`config.mk`:
```
export PLATFORM = sky130hd
export DESIGN_NAME = qspi_fifo_controller
export DESIGN_NICKNAME = d
export VERILOG_FILES = /design/src/hdl/qspi_pkg.sv /design/src/hdl/qspi_fifo_mem.sv /design/src/hdl/qspi_fifo_controller.sv
export VERILOG_INCLUDE_DIRS = /design/src /design/src/hdl
export SDC_FILE = /design/constraint.sdc
export NUM_CORES = 2
export LEC_CHECK = 0
export ABC_AREA = 0
export BUFFER_PORTS_ARGS = -buffer_cell sky130_fd_sc_hd__clkbuf_2
export CAP_MARGIN = 20
export CORE_MARGIN = 2
export CORE_UTILIZATION = 43
export CTS_CLUSTER_DIAMETER = 100
export DETAILED_ROUTE_END_ITERATION = 6
export HOLD_SLACK_MARGIN = 0.03
export PLACE_DENSITY = 0.59
export SLEW_MARGIN = 20
export SYNTH_ARGS = -nofsm -noshare
export SYNTH_HDL_FRONTEND = slang
export SYNTH_HIERARCHICAL = 1
export SYNTH_MEMORY_MAX_BITS = 65536
export SYNTH_SLANG_ARGS = --single-unit
export TNS_END_PERCENT = 20
```
`constraint.sdc`:
```
create_clock -name clk -period 5.51 [get_ports clk]
set_input_delay 0.551 -clock clk [delete_from_list [all_inputs] [get_ports clk]]
set_output_delay 0.551 -clock clk [all_outputs]
set_load 0.02 [all_outputs]
```
`src/hdl/qspi_fifo_controller_macros.svh`:
```
// ---------------------------------------------------------------------------
// Assertion macros for the quad-SPI queue controller
// Shared wrappers for concurrent checks.
// ---------------------------------------------------------------------------
`ifndef QSPI_FIFO_CONTROLLER_MACROS_SVH
`define QSPI_FIFO_CONTROLLER_MACROS_SVH
// Implication checked on every rising clock edge outside reset.
`define QSPI_ASSERT_IMP(lbl, clk_s, rst_s, ante, cons) \
  lbl: assert property (@(posedge clk_s) disable iff (rst_s) (ante) |-> (cons)) \
    else $error("assertion failed");
// Next-cycle implication checked outside reset.
`define QSPI_ASSERT_NEXT(lbl, clk_s, rst_s, ante, cons) \
  lbl: assert property (@(posedge clk_s) disable iff (rst_s) (ante) |=> (cons)) \
    else $error("assertion failed");
`endif

```
`src/hdl/qspi_pkg.sv`:
```
// ---------------------------------------------------------------------------
// Quad-SPI queue controller package
// Register offsets, operation codes and shared types.
// ---------------------------------------------------------------------------
`default_nettype none
package qspi_pkg;
  localparam int FifoDepthDefault = 64;

  localparam logic [1:0] FUNC_WRITE = 2'd0;
  localparam logic [1:0] FUNC_READ  = 2'd1;
  localparam logic [1:0] FUNC_TICK  = 2'd2;
  localparam logic [1:0] FUNC_NOP   = 2'd3;

  localparam logic [5:0] OFF_CTRL   = 6'd0;
  localparam logic [5:0] OFF_STATUS = 6'd1;
  localparam logic [5:0] OFF_IRQ_EN = 6'd2;
  localparam logic [5:0] OFF_IRQ_DIS = 6'd3;
  localparam logic [5:0] OFF_IRQ_MASK = 6'd4;
  localparam logic [5:0] OFF_ENABLE = 6'd5;
  localparam logic [5:0] OFF_TXD4   = 6'd7;
  localparam logic [5:0] OFF_RXD    = 6'd8;
  localparam logic [5:0] OFF_TX_THR = 6'd10;
  localparam logic [5:0] OFF_RX_THR = 6'd11;
  localparam logic [5:0] OFF_TXD1   = 6'h20;
  localparam logic [5:0] OFF_TXD2   = 6'h21;
  localparam logic [5:0] OFF_TXD3   = 6'h22;

  localparam logic [6:0] IRQ_BITS = 7'h7d;
  localparam int CR_START_BIT = 16;
  localparam int CR_CS_OFF_BIT = 10;

  localparam logic [0:0] CFG_TX_THR = 1'b0;
  localparam logic [0:0] CFG_RX_THR = 1'b1;

  // Result of one request, handed from the datapath to the output register.
  typedef struct packed {
    logic [31:0] read_data;
    logic        serial_out_valid;
    logic [7:0]  serial_out_byte;
  } result_t;
endpackage
`default_nettype wire

```
`src/hdl/qspi_fifo_mem.sv`:
```
// ---------------------------------------------------------------------------
// Queue storage
// Synchronous single-port-write, single-port-read memory with a registered read.
// ---------------------------------------------------------------------------
`default_nettype none
module qspi_fifo_mem #(
  parameter int Depth = 64,
  parameter int Width = 32
) (
  input  wire logic                     clk,
  input  wire logic                     wr_en,
  input  wire logic [$clog2(Depth)-1:0] wr_addr,
  input  wire logic [Width-1:0]         wr_data,
  input  wire logic [$clog2(Depth)-1:0] rd_addr,
  output logic [Width-1:0]              rd_data
);
  logic [Width-1:0] mem [Depth];

  always_ff @(posedge clk) begin
    if (wr_en) begin
      mem[wr_addr] <= wr_data;
    end
    rd_data <= mem[rd_addr];
  end
endmodule
`default_nettype wire

```
`src/hdl/qspi_fifo_controller.sv`:
```
// Every request (bus write, bus read, shift tick) runs the same way: busy rises
// for one cycle after start while the queue heads are read from memory, and
// the result strobe follows on the cycle after that. A new request is not
// accepted while busy is high.
// Synchronous reset empties both queues, clears control, mask and enable, and
// sets both thresholds to one. The receiver cannot stall the result strobe.
// ---------------------------------------------------------------------------
// Quad-SPI queue controller, manual mode
// Register view of an SPI master with transmit and receive word queues.
// ---------------------------------------------------------------------------
`default_nettype none
module qspi_fifo_controller #(
  parameter int FIFO_DEPTH = qspi_pkg::FifoDepthDefault
) (
  input  wire logic        clk,
  input  wire logic        rst,
  input  wire logic        start,
  output logic             busy,
  input  wire logic [1:0]  func,
  input  wire logic [5:0]  reg_offset,
  input  wire logic [31:0] write_data,
  input  wire logic [7:0]  serial_in_byte,
  output logic             strobe,
  output logic [31:0]      read_data,
  output logic             tx_full,
  output logic             tx_empty,
  output logic             rx_not_empty,
  output logic             irq_pending,
  output logic             serial_out_valid,
  output logic [7:0]       serial_out_byte,
  output logic             chip_select_active,
  input  wire logic        cfg_valid,
  output logic             cfg_ready,
  input  wire logic [0:0]  cfg_index,
  input  wire logic [6:0]  cfg_data
);
  import qspi_pkg::*;
  `include "qspi_fifo_controller_macros.svh"

  localparam int AW = $clog2(FIFO_DEPTH);
  localparam int CW = AW + 1;
  localparam logic [CW-1:0] DEPTH_C = CW'(FIFO_DEPTH);

  // The request is latched at start; the queue heads appear in the next cycle,
  // when the request is executed and its result registered.
  logic          pend;
  logic [1:0]    p_func;
  logic [5:0]    p_off;
  logic [31:0]   p_wdata;
  logic [7:0]    p_sin;

  logic [AW-1:0] tx_head, rx_head;
  logic [CW-1:0] tx_count, rx_count;
  logic [1:0]    shift_idx;
  logic [31:0]   rx_asm;
  logic [31:0]   control_word;
  logic [6:0]    irq_mask;
  logic          enabled, running;
  logic [6:0]    tx_thr, rx_thr;

  logic [33:0]   tx_rd;
  logic [31:0]   rx_rd;
  logic          tx_we, rx_we;
  logic [AW-1:0] tx_waddr, rx_waddr;
  logic [33:0]   tx_wdata;
  logic [31:0]   rx_wdata;

  result_t       res;

  assign busy = pend;
  // Configuration is taken only while no request is in flight.
  assign cfg_ready = !pend;

  function automatic logic [6:0] clamp_thr(input logic [6:0] v);
    logic [6:0] r;
    if (v == 7'd0) r = 7'd1;
    else if ({2'b0, v} > 9'(FIFO_DEPTH)) r = 7'(FIFO_DEPTH);
    else r = v;
    return r;
  endfunction

  function automatic logic [AW-1:0] wrap(input logic [AW-1:0] a,
                                         input logic [CW-1:0] b);
    logic [CW:0] s;
    s = {1'b0, {1'b0, a} + b};
    if (s >= (CW+1)'(FIFO_DEPTH)) s = s - (CW+1)'(FIFO_DEPTH);
    return s[AW-1:0];
  endfunction

  // Reads always address the current heads; the heads only move in the
  // execute cycle, so the registered data matches the head in use.
  qspi_fifo_mem #(.Depth(FIFO_DEPTH), .Width(34)) u_tx_mem (
    .clk(clk), .wr_en(tx_we), .wr_addr(tx_waddr), .wr_data(tx_wdata),
    .rd_addr(tx_head), .rd_data(tx_rd)
  );
  qspi_fifo_mem #(.Depth(FIFO_DEPTH), .Width(32)) u_rx_mem (
    .clk(clk), .wr_en(rx_we), .wr_addr(rx_waddr), .wr_data(rx_wdata),
    .rd_addr(rx_head), .rd_data(rx_rd)
  );

  logic tick_go, tx_push, rx_pop, word_done, rx_push;
  logic [1:0] tx_len;
  logic [2:0] push_len;

  always_comb begin
    tick_go = pend && (p_func == FUNC_TICK) && enabled && running && (tx_count != '0);
    tx_len = tx_rd[33:32];
    // A stored length of zero stands for a four-byte word.
    word_done = tick_go && ({1'b0, shift_idx} + 3'd1 >=
                            ((tx_len == 2'd0) ? 3'd4 : {1'b0, tx_len}));
    rx_push = word_done && (rx_count < DEPTH_C);
    rx_pop = pend && (p_func == FUNC_READ) && (p_off == OFF_RXD) && (rx_count != '0);
    push_len = 3'd0;
    tx_wdata = {2'd0, p_wdata};
    if (pend && p_func == FUNC_WRITE) begin
      unique case (p_off)
        OFF_TXD4: begin push_len = 3'd4; tx_wdata = {2'd0, p_wdata}; end
        OFF_TXD1: begin push_len = 3'd1; tx_wdata = {2'd1, 24'd0, p_wdata[7:0]}; end
        OFF_TXD2: begin push_len = 3'd2; tx_wdata = {2'd2, 16'd0, p_wdata[15:0]}; end
        OFF_TXD3: begin push_len = 3'd3; tx_wdata = {2'd3, 8'd0, p_wdata[23:0]}; end
        default: push_len = 3'd0;
      endcase
    end
    tx_push = (push_len != 3'd0) && (tx_count < DEPTH_C);
    tx_we = tx_push;
    tx_waddr = wrap(tx_head, tx_count);
    rx_we = rx_push;
    rx_waddr = wrap(rx_head, rx_count);
    rx_wdata = {p_sin, rx_asm[31:8]};

    res = '0;
    if (tick_go) begin
      res.serial_out_valid = 1'b1;
      res.serial_out_byte = tx_rd[8*shift_idx +: 8];
    end
    if (pend && p_func == FUNC_READ) begin
      unique case (p_off)
        OFF_CTRL:     res.read_data = control_word;
        OFF_STATUS:   res.read_data = {26'd0, rx_count == DEPTH_C, rx_count >= CW'(rx_thr),
                                       tx_count == DEPTH_C, {1'b0, tx_count} < (CW+1)'(tx_thr),
                                       2'd0};
        OFF_IRQ_MASK: res.read_data = {25'd0, irq_mask};
        OFF_ENABLE:   res.read_data = {31'd0, enabled};
        OFF_RXD:      res.read_data = rx_pop ? rx_rd : 32'd0;
        OFF_TX_THR:   res.read_data = {25'd0, tx_thr};
        OFF_RX_THR:   res.read_data = {25'd0, rx_thr};
        default:      res.read_data = 32'd0;
      endcase
    end
  end

  always_ff @(posedge clk) begin
    if (rst) begin
      pend <= 1'b0;
      tx_head <= '0; tx_count <= '0; rx_head <= '0; rx_count <= '0;
      shift_idx <= '0; rx_asm <= '0; control_word <= '0; irq_mask <= '0;
      enabled <= 1'b0; running <= 1'b0; tx_thr <= 7'd1; rx_thr <= 7'd1;
      strobe <= 1'b0; serial_out_valid <= 1'b0;
    end else begin
      strobe <= pend;
      serial_out_valid <= res.serial_out_valid;
      pend <= start && !pend;
      if (start && !pend) begin
        p_func <= func; p_off <= reg_offset; p_wdata <= write_data; p_sin <= serial_in_byte;
      end
      if (cfg_valid && cfg_ready) begin
        if (cfg_index == CFG_TX_THR) tx_thr <= clamp_thr(cfg_data);
        else rx_thr <= clamp_thr(cfg_data);
      end
      if (pend && p_func == FUNC_WRITE) begin
        unique case (p_off)
          OFF_CTRL: begin
            if (p_wdata[CR_START_BIT]) running <= 1'b1;
            control_word <= p_wdata & ~(32'd1 << CR_START_BIT);
          end
          OFF_IRQ_EN:  irq_mask <= irq_mask | (p_wdata[6:0] & IRQ_BITS);
          OFF_IRQ_DIS: irq_mask <= irq_mask & ~(p_wdata[6:0] & IRQ_BITS);
          OFF_ENABLE:  enabled <= p_wdata[0];
          OFF_TX_THR:  tx_thr <= clamp_thr(p_wdata[6:0]);
          OFF_RX_THR:  rx_thr <= clamp_thr(p_wdata[6:0]);
          default: ;
        endcase
      end
      if (tx_push) tx_count <= tx_count + 1'b1;
      if (tick_go) begin
        if (word_done) begin
          rx_asm <= '0;
          shift_idx <= '0;
          tx_head <= wrap(tx_head, CW'(1));
          tx_count <= tx_count - 1'b1;
          if (tx_count == CW'(1)) running <= 1'b0;
        end else begin
          rx_asm <= rx_wdata;
          shift_idx <= shift_idx + 2'd1;
        end
      end
      if (rx_push) rx_count <= rx_count + 1'b1;
      if (rx_pop) begin
        rx_head <= wrap(rx_head, CW'(1));
        rx_count <= rx_count - 1'b1;
      end
    end
  end

  always_ff @(posedge clk) begin
    read_data <= res.read_data;
    serial_out_byte <= res.serial_out_byte;
  end

  // Status outputs follow the state, so they are current during the strobe.
  always_comb begin
    tx_full = (tx_count == DEPTH_C);
    tx_empty = {1'b0, tx_count} < (CW+1)'(tx_thr);
    rx_not_empty = rx_count >= CW'(rx_thr);
    irq_pending = |({1'b0, rx_count == DEPTH_C, rx_not_empty, tx_full, tx_empty, 2'd0}
                    & irq_mask);
    chip_select_active = !control_word[CR_CS_OFF_BIT];
  end

  `QSPI_ASSERT_NEXT(a_strobe_follows, clk, rst, busy, strobe)
  `QSPI_ASSERT_IMP(a_no_double_busy, clk, rst, busy, !strobe)
  `QSPI_ASSERT_IMP(a_tx_bound, clk, rst, 1'b1, tx_count <= DEPTH_C && rx_count <= DEPTH_C)
  `QSPI_ASSERT_IMP(a_shift_only_strobe, clk, rst, serial_out_valid, strobe)
endmodule
`default_nettype wire

```
==> flow_results.org <==
** Logic synthesis
- Top post-synthesis cells by area :: sky130_fd_sc_hd__edfxtp_1 75%, sky130_fd_sc_hd__mux4_2 13%, sky130_fd_sc_hd__dfxtp_1 2.5%, sky130_fd_sc_hd__mux2i_1 1.4%, sky130_fd_sc_hd__nor2_1 0.64%
- Cell variety after synth :: 80
- Multiplexer fraction of the synthesized cell area :: 0.1531
- Largest area contributor in the netlist :: sky130_fd_sc_hd__edfxtp_1
- EDFF count, synth :: 4,272
- XOR/XNOR Fraction of Synth Area :: 0.001126
- Count of yosys warnings during synthesis :: 6
- In the synthesized netlist the dominant register cell turns out to be sky130_fd_sc_hd__edfxtp_1.
- Post-synthesis average cell area :: 21.41 um^2
- Portion of the post-synthesis area used by sequential elements :: 0.7748
- Post-synthesis simple-gate area fraction :: 0.02534
- Main combinational cell family by area after synthesis :: multiplexers
- Of the total synthesized cell area, the portion taken by full adders, half adders and majority gates is 0.003130.
- Cell Area, Synth :: ~170,000 um^2
- Of the post-synthesis cell area, the dominant cell type holds 0.7498.
- Yosys reg bits :: about 4,500
- Fraction of registers with async set or reset after synthesis :: 0
- Synthesis handed over a netlist of 7,991 instances.
- Compound-Gate Fraction of Synth Area :: 0.02854
- Nets in the synthesized netlist :: 8,092

** Finish
- Leaving out fill and tap cells, the most frequent cell in the layout is sky130_fd_sc_hd__edfxtp_1.
- Leaving out fill and tap cells, the most frequent cells in the layout are 4,272 x sky130_fd_sc_hd__edfxtp_1, 1,024 x sky130_fd_sc_hd__mux4_2, 456 x sky130_fd_sc_hd__clkbuf_16, 283 x sky130_fd_sc_hd__buf_4, 248 x sky130_fd_sc_hd__nand2_1.
- Compared with the post-synthesis result, the final layout area differs by 14.18%.
- Sequential Area :: between 100,000 and 150,000 um^2
- At the end of the flow, the number of nets in the layout was around 8,600.
- Fillcell total :: 31,700
- Layout cell share with drive strength beyond 1 :: 0.2699
- With fillers left out, the area of the finished cells amounts to a little under 200,000 um^2.
- Area taken by multi-input logic gates :: 37,220 um^2

** STA
- The hold violation total from the final report is 0.
- For the pin with the worst max-slew slack, the measured transition is 1.200 ns.
- Setup repair after global routing missed its margin :: false
- The number of slew-limit violations in the final report is 0.
- The clock arrives with between 0.06 and 0.07 ns of skew.
- After routing, the total negative slack on setup checks comes to 0 ns.
- Worst slew slack as a fraction of its limit :: 0.1999
- Once routing completed, OpenROAD measured the worst setup slack at 1.137 ns.
- Derived from the worst setup path, the maximum achievable clock frequency is about 0.23 GHz.
- Minimum clock period :: between 4 and 5 ns
- Setup violations remaining at the end of the flow were counted as 0.
- In the finished design, the share of the clock period the worst path needs comes to 0.7937.

** Setup path
- Of all nets on the critical path, the largest fanout is 24.
- The worst setup path is launched from a register.
- The setup path with the least slack is of type reg2reg.
- At the worst endpoint, the arrival time is about 5 ns.
- The worst setup path is captured at a register.
- Worst Path Required :: 6.19 ns
- Cell depth of the worst flop-to-flop path :: 10

** Detailed routing
- After detailed routing, the average wire length per cell comes to around 33 um.
- Count of TritonRoute iterations in the first routing pass :: 6
- Dividing the detail-routed via count by the number of cells gives ~6.
- Wire length reported by the detailed router :: approximately 470 mm
- For this block, the via count after detailed routing is about 85,000.
- DRC :: 0
- DRT iter0 DRCs :: 9,871
- DRT antenna net count :: 0

** Global route
- Wire length of the first global-routing pass :: ~660 mm
- For this run the aggregate overflow at the end of global routing stands at 0.
- The initial antenna violation count is 32.
- Vias in the first global route :: 84,030
- For this run, the total global-route usage over all layers was measured as 0.2327.
- Entering global routing, the biggest net connects ~120 pins.

** Floorplan
- Number of primary I/O pins :: around 110
- The core region is between 300,000 and 400,000 um^2.
- Vertical die dimension :: approximately 630 um
- Row Count :: approximately 230
- For this configuration, the core starts out at a cell density of 0.4321.
- The floorplan step defined a die boundary enclosing approximately 400,000 um^2.
- Die width :: around 630 um

** Clock tree
- Count of hold buffers inserted by post-cts repair :: 50
- Total number of clock tree sinks :: roughly 4,500
- Maximum clock insertion buffer count :: 4
- The clock tree synthesis step divided the H-tree into 5 levels.
- The cell sitting at the root of the clock tree is a sky130_fd_sc_hd__clkbuf_16.
- Clock tree synthesis inserted a total of 450 buffers.
- Post-CTS repair changed the size of 0 cells.
- Setup Buffers After CTS :: 0
- TritonCTS clock tree :: yes
- Clock edge transition at the registers on the reported setup and hold paths :: ~0.060 ns
- The clock reaches the later pin of the worst-skew pair after 1.00 ns.

** Job
- Number of max-cap violations :: 0

** Pwr
- The analysis attributes to cell leakage a power of between 50 and 60 nW.
- Switching Power :: roughly 13 mW
- Final Power :: roughly 68 mW
- Worst vdd rail ir drop :: approximately 0.00027 V
- PwrDens :: approximately 350 nW/um^2
- Switching part of the total :: 0.1977
- The internal power of the cells totals ~54 mW.
- Of the total power, combinational logic draws 0.007.
- Sequential group share of total power :: 0.548
- Portion of total power attributed to the clock network :: 0.444

** Placed design
- Weighted congestion reported at the end of routability-driven placement :: 0.8640
- At the placement stage, the worst setup path has a slack of ~1.2 ns.
- Count of buffers inserted at the top-level ports :: roughly 110
- Detailed placement ended at an HPWL of around 290 mm.
- After detailed placement, the total cell area comes to ~180,000 um^2.

** Outcome
- The flow ran to the end, and the final reports show no timing, DRC or antenna violations.

** Min path
- Counting instances, the worst hold path has a depth of 4.
- HP Class :: in2reg
logic make-up after synthesis:
kind of cell | Yosys count
xor+xnor | 22
flops | 4486
buf+inv | 485
simple gates | 919
fa+ha+maj | 41
compound gates | 709
mux | 1329
metrics by stage:
step | hold WS [ns] | utilization | instances
detailed placement | 0.4516 | 0.4551 | 13220
global placement | 0.4436 | 0.4543 | 13210
global route | 0.2541 | 0.4933 | 14150
floorplan | 0.4218 | - | 7991
CTS | 0.2034 | 0.4929 | 14110
finish | 0.2800 | 0.4934 | 14160
Yosys cell counts, types with 11 or more instances:
| cell type | count |
|---|---|
| sky130_fd_sc_hd__a211oi_1 | 46 |
| sky130_fd_sc_hd__a21oi_1 | 175 |
| sky130_fd_sc_hd__a221o_1 | 25 |
| sky130_fd_sc_hd__a22oi_1 | 102 |
| sky130_fd_sc_hd__a311o_1 | 11 |
| sky130_fd_sc_hd__a311oi_1 | 14 |
| sky130_fd_sc_hd__a31oi_1 | 11 |
| sky130_fd_sc_hd__and2_1 | 41 |
| sky130_fd_sc_hd__and3_1 | 22 |
| sky130_fd_sc_hd__buf_1 | 47 |
| sky130_fd_sc_hd__buf_2 | 126 |
| sky130_fd_sc_hd__buf_4 | 45 |
| sky130_fd_sc_hd__buf_6 | 23 |
| sky130_fd_sc_hd__clkbuf_1 | 200 |
| sky130_fd_sc_hd__dfxtp_1 | 214 |
| sky130_fd_sc_hd__edfxtp_1 | 4272 |
| sky130_fd_sc_hd__ha_1 | 38 |
| sky130_fd_sc_hd__inv_1 | 35 |
| sky130_fd_sc_hd__mux2_2 | 58 |
| sky130_fd_sc_hd__mux2i_1 | 247 |
| sky130_fd_sc_hd__mux4_2 | 1024 |
| sky130_fd_sc_hd__nand2_1 | 250 |
| sky130_fd_sc_hd__nand2b_1 | 31 |
| sky130_fd_sc_hd__nand3_1 | 89 |
| sky130_fd_sc_hd__nand4_1 | 53 |
| sky130_fd_sc_hd__nor2_1 | 293 |
| sky130_fd_sc_hd__nor2b_1 | 49 |
| sky130_fd_sc_hd__nor3_1 | 32 |
| sky130_fd_sc_hd__o21ai_0 | 20 |
| sky130_fd_sc_hd__o221ai_1 | 66 |
| sky130_fd_sc_hd__o22ai_1 | 170 |
| sky130_fd_sc_hd__xnor2_1 | 11 |
| sky130_fd_sc_hd__xor2_1 | 11 |
critical path, stage by stage (launching register included):
cell,delay (ns)
sky130_fd_sc_hd__dfxtp_4,0.57
sky130_fd_sc_hd__ha_1,0.24
sky130_fd_sc_hd__inv_1,0.06
sky130_fd_sc_hd__fa_1,0.40
sky130_fd_sc_hd__inv_1,0.08
sky130_fd_sc_hd__a21o_1,0.11
sky130_fd_sc_hd__a21oi_1,0.08
sky130_fd_sc_hd__xnor2_1,0.58
sky130_fd_sc_hd__nand2_1,0.65
sky130_fd_sc_hd__nor2_4,0.90
sky130_fd_sc_hd__buf_4,0.35
power by group through the flow:
| stage | logic [mW] | registers [mW] | clock network, mW |
|---|---|---|---|
| 3_3_place_gp | 0.435 | 37.8 | 0 |
| 6_report | 0.479 | 37.0 | 30.0 |
| 2_1_floorplan | 0.121 | 37.8 | 0 |
| 3_5_place_dp | 0.460 | 37.8 | 0 |
| 5_1_grt | 0.505 | 37.0 | 31.8 |
| 4_1_cts | 0.490 | 37.0 | 30.5 |
cell type report:
| class | count | area share |
|---|---|---|
| well taps | 5242 | 0.03357 |
| flip-flops and latches | 4486 | 0.6792 |
| inverters | 37 | 0.0007173 |
| diodes | 47 | 0.0006021 |
| multi-input cells | 3020 | 0.1905 |
| clock buffers | 571 | 0.06180 |
| repair buffers | 486 | 0.02125 |
| clock inverters | 271 | 0.01235 |
layer usage:
layer	track usage	share of wire	vias up
met2	0.3908	0.50	3514
li1	-	-	34550
met1	0.3059	0.39	45780
met5	0	0.000080	-
met4	0.1092	0.053	6
met3	0.02538	0.061	764
final timing paths:
path,start,endpoint,slack [ns]
worst max-delay path,tx_head[0]$_SDFFE_PP0P_,u_tx_mem/mem[17][22]$_DFFE_PP_,1.14
worst min-delay path,cfg_data[6],rx_thr[6]$_SDFF_PP0_,0.28
worst min register to register,control_word[5]$_SDFFE_PP0P_,control_word[5]$_SDFFE_PP0P_,0.46
worst max register to register,tx_head[0]$_SDFFE_PP0P_,u_tx_mem/mem[17][22]$_DFFE_PP_,1.14
flip-flops by register name (all words and copies together), names as in the netlist, 8 cells and up, named ones only:
signal            count
u_rx_mem/mem       2048
u_tx_mem/rd_data     34
u_tx_mem/mem       2176
p_sin                 8
rx_asm               24
p_wdata              32
u_rx_mem/rd_data     32
serial_out_byte       8
control_word         31
read_data            32
(Power assumes the default switching activity.)
